<file path="src/rtl/pcbp_pkg.sv">
// Package for the prefix code bit packer: word types, command codes, table
// and accumulator sizing. No dependencies.
`timescale 1ns / 1ps

package pcbp_pkg;

   localparam int MAX_CODE_LEN = 32;
   localparam int SYMBOL_COUNT = 256;

   localparam int CODE_W   = 32;
   localparam int LEN_W    = 6;
   localparam int SYM_W    = 8;
   localparam int SYM_IDX_W = (SYMBOL_COUNT > 1) ? $clog2(SYMBOL_COUNT) : 1;
   // pending bits never exceed 7 before a merge
   localparam int ACC_W    = MAX_CODE_LEN + 7;
   localparam int CNT_W    = $clog2(ACC_W + 1);
   localparam int Q_DEPTH  = 4;
   localparam int Q_IDX_W  = $clog2(Q_DEPTH);
   localparam int Q_CNT_W  = $clog2(Q_DEPTH + 1);

   localparam logic [1:0] CMD_LOAD   = 2'd0;
   localparam logic [1:0] CMD_ENCODE = 2'd1;
   localparam logic [1:0] CMD_FLUSH  = 2'd2;

   typedef struct packed {
      logic [1:0]        cmd;
      logic [SYM_W-1:0]  symbol;
      logic [CODE_W-1:0] code_bits;
      logic [LEN_W-1:0]  code_len;
   } req_type;

   typedef struct packed {
      logic [7:0] out_byte;
      logic       is_tail;
      logic [2:0] tail_count;
      logic       last;
   } rsp_type;

   // one queued operation for the packer
   typedef struct packed {
      logic              flush;
      logic [CODE_W-1:0] code;
      logic [LEN_W-1:0]  len;
   } op_type;

   typedef struct packed {
      logic   push;
      op_type op;
   } op_push_type;

   typedef struct packed {
      logic full;
      logic empty;
   } q_status_type;

endpackage

</file>
<file path="src/rtl/pcbp_queue.sv">
// Small operation queue between the front end and the packer.
// Uses pcbp_pkg.
`timescale 1ns / 1ps

module pcbp_queue (
   input  logic                   clock,
   input  logic                   reset,
   input  pcbp_pkg::op_push_type  q_push,
   input  logic                   pop,
   output pcbp_pkg::op_type       head,
   output pcbp_pkg::q_status_type q_status
);
   import pcbp_pkg::*;

   op_type               entry_ff [Q_DEPTH];
   logic [Q_IDX_W-1:0]   wr_ptr_ff, rd_ptr_ff;
   logic [Q_CNT_W-1:0]   count_ff;
   logic                 do_pop;

   assign q_status.full  = (count_ff == Q_CNT_W'(Q_DEPTH));
   assign q_status.empty = (count_ff == '0);
   assign head           = entry_ff[rd_ptr_ff];
   assign do_pop         = pop && !q_status.empty;

   always_ff @(posedge clock) begin
      if (q_push.push) begin
         entry_ff[wr_ptr_ff] <= q_push.op;
      end
   end

   always_ff @(posedge clock) begin
      if (reset) begin
         wr_ptr_ff <= '0;
         rd_ptr_ff <= '0;
         count_ff  <= '0;
      end else begin
         if (q_push.push) begin
            wr_ptr_ff <= wr_ptr_ff + Q_IDX_W'(1);
         end
         if (do_pop) begin
            rd_ptr_ff <= rd_ptr_ff + Q_IDX_W'(1);
         end
         case ({q_push.push, do_pop})
            2'b10:   count_ff <= count_ff + Q_CNT_W'(1);
            2'b01:   count_ff <= count_ff - Q_CNT_W'(1);
            default: count_ff <= count_ff;
         endcase
      end
   end

endmodule

</file>
<file path="config.mk">
export PLATFORM = sky130hd
export DESIGN_NAME = pcbp_queue
export DESIGN_NICKNAME = d
export VERILOG_FILES = /design/src/rtl/pcbp_pkg.sv /design/src/rtl/pcbp_queue.sv
export SDC_FILE = /design/constraint.sdc
export NUM_CORES = 1
export LEC_CHECK = 0
export ABC_AREA = 1
export BUFFER_PORTS_ARGS = -buffer_cell sky130_fd_sc_hd__buf_2
export CORE_MARGIN = 8
export CORE_UTILIZATION = 33
export DETAILED_ROUTE_END_ITERATION = 8
export GPL_TIMING_DRIVEN = 0
export PLACE_DENSITY = 0.52
export SLEW_MARGIN = 20
export SYNTH_ARGS = -nofsm -noshare
export SYNTH_HDL_FRONTEND = slang
export SYNTH_SLANG_ARGS = --single-unit
</file>
<file path="constraint.sdc">
create_clock -name clock -period 2.5 [get_ports clock]
set_input_delay 0.125 -clock clock [delete_from_list [all_inputs] [get_ports clock]]
set_output_delay 0.125 -clock clock [all_outputs]
set_load 0.02 [all_outputs]
</file>
Word level (Yosys, flattened, before mapping):

Memories as Yosys holds them, arrays and structs flattened. A register that Yosys moved wholly into a read port is not among the register bits.
Cells that the tools add are included.

* memories kept: 1
* logic and storage cells: 20
* flip-flop bits (word level): 7
* bits in writable memories: 156

Memories
* entry_ff: depth 4, bits a word 39, rd ports 1, clocked after Yosys merged registers in 1, wr ports 1, line pcbp_queue.sv:15 `op_type entry_ff [Q_DEPTH];`

* add/subtract/negate cells: 4
* mux-type cells: 5
* eq/ne operators: 3
* reductions and logical operators: 4

Operator list (number)
* $pmux 3 s2: 1
* $add 2x1->2 const B: 2
* $mux 2: 2
* $add 3x1->3 const B: 1
* $eq 3x3->1 const B: 1
* $logic_not 3->1: 1
* $sub 3x1->3 const B: 1
* $eq 2x1->1 const B: 1
* $eq 2x2->1 const B: 1
* $mux 1: 2
* $reduce_bool 2->1: 1
* $logic_and 1x1->1: 1
* $logic_not 1->1: 1

Longest topological paths before layout:

* word-level depth: 5
* mapped depth: 13
* depth with buffers taken out: 13

Worst setup path after synthesis:

No wires, ideal clock.

* kind: register -> register
* start: register wr_ptr_ff[0]
* end: memory entry_ff[2][0] (netlist name) (enable)
* required time: 2.106 ns
* stages on the path, launching flop included: 5
* arrival time: 1.356 ns
* setup time: 0.394 ns
* path slack: 0.751 ns
* cell sequence: dfxtp_1 -> inv_1 -> ha_1 -> nand2_1 -> inv_1

RTL lines
* start, declared: line pcbp_queue.sv:16 `logic [Q_IDX_W-1:0] wr_ptr_ff, rd_ptr_ff;`
* start signal, assigned: line pcbp_queue.sv:38 `wr_ptr_ff <= wr_ptr_ff + Q_IDX_W'(1);`
* end, declared: line pcbp_queue.sv:15

No word-level cell before the write port.

==> results_dict.tcl <==
set metrics [dict create \
    status "complete, no violations" \
    track_usage_pct 12.9 \
    wl_per_cell_microns 18.1 \
    synth-simple-area-share_pct 6.25 \
    path_cells "clkbuf_1 > o21ai_0 > o22ai_1 > buf_2" \
    gp_congestion 0.710 \
    timing.rr.end "count_ff[2]" \
    dp_hpwl_microns 9320 \
    drt-pass1-iter-count 6 \
    synth.top_cell.area_share_pct 74.8 \
    ys_ff_latch 165 \
    synthTopCellsByArea "edfxtp_1 (75%), o21ai_0 (6.4%), nor2_1 (5.0%)" \
    drv_slew 0 \
    viasPerCell 4.77 \
    cts_root_buf "clkbuf_16" \
    drive_gt1_share_pct 23.8 \
    worstPathMaxFanout 10 \
    synth_compound_gate_area_share_pct 10.8 \
    setup_viol 0 \
    cp-start-kind "flip-flop" \
    ir_worst_vdd_v 0.000541 \
    fin_skew_ns 0.00732 \
    cts_inserted_buffers 17 \
    routed_wl_microns 15200 \
    setup_ws_ns 0.426 \
    grt_pass1_wl_microns 23100 \
    max_cap_viol_count 0 \
    muxShareOfSynthArea_pct 0 \
    synth_xor_xnor_area_share_pct 0 \
    area_growth_pct 27.9 \
    fin_tns_setup_ns 0 \
    syn-cell-area_sq_um 6260 \
    grt_antenna_before_repair 1 \
    grt_pass1_vias 4021 \
    drtAntennaViolNets 0 \
    tightest_slew_ns 0.582 \
    cts_setup_buffers 0 \
    fmax_mhz 482 \
    synth_top_family_by_area "compound AO/OA/AOI/OAI gates" \
    die_area_sq_um 23600 \
    cp_slowest_cell "clkbuf_1" \
    crit_type "reg -> out" \
    reg2reg_depth 13 \
    hold_path_class "in -> reg" \
    grt_overflow 0 \
    synthCells 445 \
    endpoint_kind "primary output" \
    critPathCapture "head[26]" \
    num_rows 50 \
    ios 84 \
    min_period_ns 2.07 \
    drt_iter0_drc 274 \
    seq_area_frac_synth_pct 77.7 \
    required_ns 2.38 \
    postPlaceCellArea_sq_um 7050 \
    layout_common_cells "edfxtp_1 (156), buf_2 (91), nor2_1 (84)" \
    place_ws_ns 0.693 \
    core_area_sq_um 18600 \
    synth.distinct_cells 21 \
    syn_nets 494 \
    htree_levels 4 \
    cp.arrival_ns 1.95 \
    drcViolationCount 0 \
    timing.rr.start "count_ff[1]" \
    cts.sinks 165 \
    insertion_delay_ns 0.42 \
    tritoncts "yes" \
    ys_warn_count 0 \
    grt_max_degree 25 \
    rrSetupSlack_ns 0.69 \
    syn_area_per_cell_sq_um 14.1 \
    synth_top_cell_by_area "edfxtp_1" \
    rsz0062_at_grt "false" \
    leakagePower_nw 2.93 \
    die_x_microns 154 \
    slew_headroom_pct 61.2 \
    max_stage_delay_ns 0.42 \
    power_density_nw_per_um2 901 \
    final_common_cell "edfxtp_1" \
    period_share_pct 83.0 \
    initial_utilization_pct 33.6 \
    final_area_sq_um 8010 \
    cts_buffer_depth 2 \
    io_buffers 83 \
    die_y_microns 154 \
    vias 4001 \
    synthAdderAreaFrac_pct 1.32 \
    layout.nets 640 \
    clk_pin_slew_ns 0.07 \
    finalHoldViolCount 0 \
]
worst min path at each step:
stage                     startpoint  cells after the start               to
after floorplan                reset                      1        flip-flop
after global placement    q_push[18]                      1  entry_ff[3][18]
after detailed placement   q_push[1]                      1   entry_ff[3][1]
after CTS                        pop                      4        flip-flop
after global routing             pop                      4        flip-flop
final                            pop                      4        flip-flop
routing by layer:
metal | part of all wire [%] | global-route usage, % | up-vias
met1 | 45 | 15.6 | 1950
met2 | 48 | 21.3 | 106
met5 | 0 | 0 | -
li1 | - | - | 1935
met4 | 0.89 | 4.34 | 0
met3 | 6.2 | 4.37 | 10
synthesized netlist by cell type (all sizes together):
| library cell | instances |
|---|---|
| a21oi | 5 |
| nor2 | 84 |
| inv | 20 |
| buf | 17 |
| nand2 | 15 |
| dfxtp | 9 |
| fa | 1 |
| nor3 | 1 |
| o22ai | 39 |
| clkbuf | 8 |
| ha | 5 |
| o21ai | 82 |
| edfxtp | 156 |
| nand3 | 3 |
area by class of cell:
cell class	instances	area (sq um)
Inverter	20	77.6
Sequential cell	165	4860
Antenna cell	1	2.50
Timing Repair Buffer	127	896
Fill cell	1721	10600
Multi-Input combinational cell	235	1150
Buffer	25	168
Clock buffer	21	483
Clock inverter	11	72.6
Tap cell	234	293
what timing repair did:
item | in CTS | in global routing
hold buffers | 40 | 0
endpoints found under the hold margin | 158 | 0
resized for setup | 0 | 0
setup endpoints to repair | 0 | 0
stage by stage:
step	power (mW)	cells	hold slack (ns)	util [%]
6_report	7.22	839	0.0427	43.0
5_1_grt	7.53	839	0.0406	43.0
4_1_cts	7.29	838	0.0214	43.0
2_1_floorplan	4.21	445	0.203	-
3_3_place_gp	4.79	762	0.335	37.4
3_5_place_dp	4.84	766	0.341	37.8
state kept, by name (all words and copies together), names as in the netlist, named ones only:
signal and cells:
entry_ff 156, rd_ptr_ff 2, wr_ptr_ff 2, count_ff 3
worst max-delay path: cells and delay by family, from the launching register on:
family,cells,cell delay [ns]
compound gates,2,0.47
buf+inv,2,0.66
flops,1,0.41
power by group:
group	switching (mW)	total, mW	internal, mW
clock	1.03	2.42	1.39
sequential	0.0428	3.21	3.17
combinational	1.07	1.58	0.512
logic make-up (layout without fill, tap and decap cells):
group / Yosys count / in the layout
AOI/OAI and AO/OA: 126 / 126
other: 0 / 1
adders and majority gates: 6 / 6
buffers and inverters: 45 / 204
DFF: 165 / 165
and+or+nand+nor: 103 / 103
(Power assumes the default switching activity.)
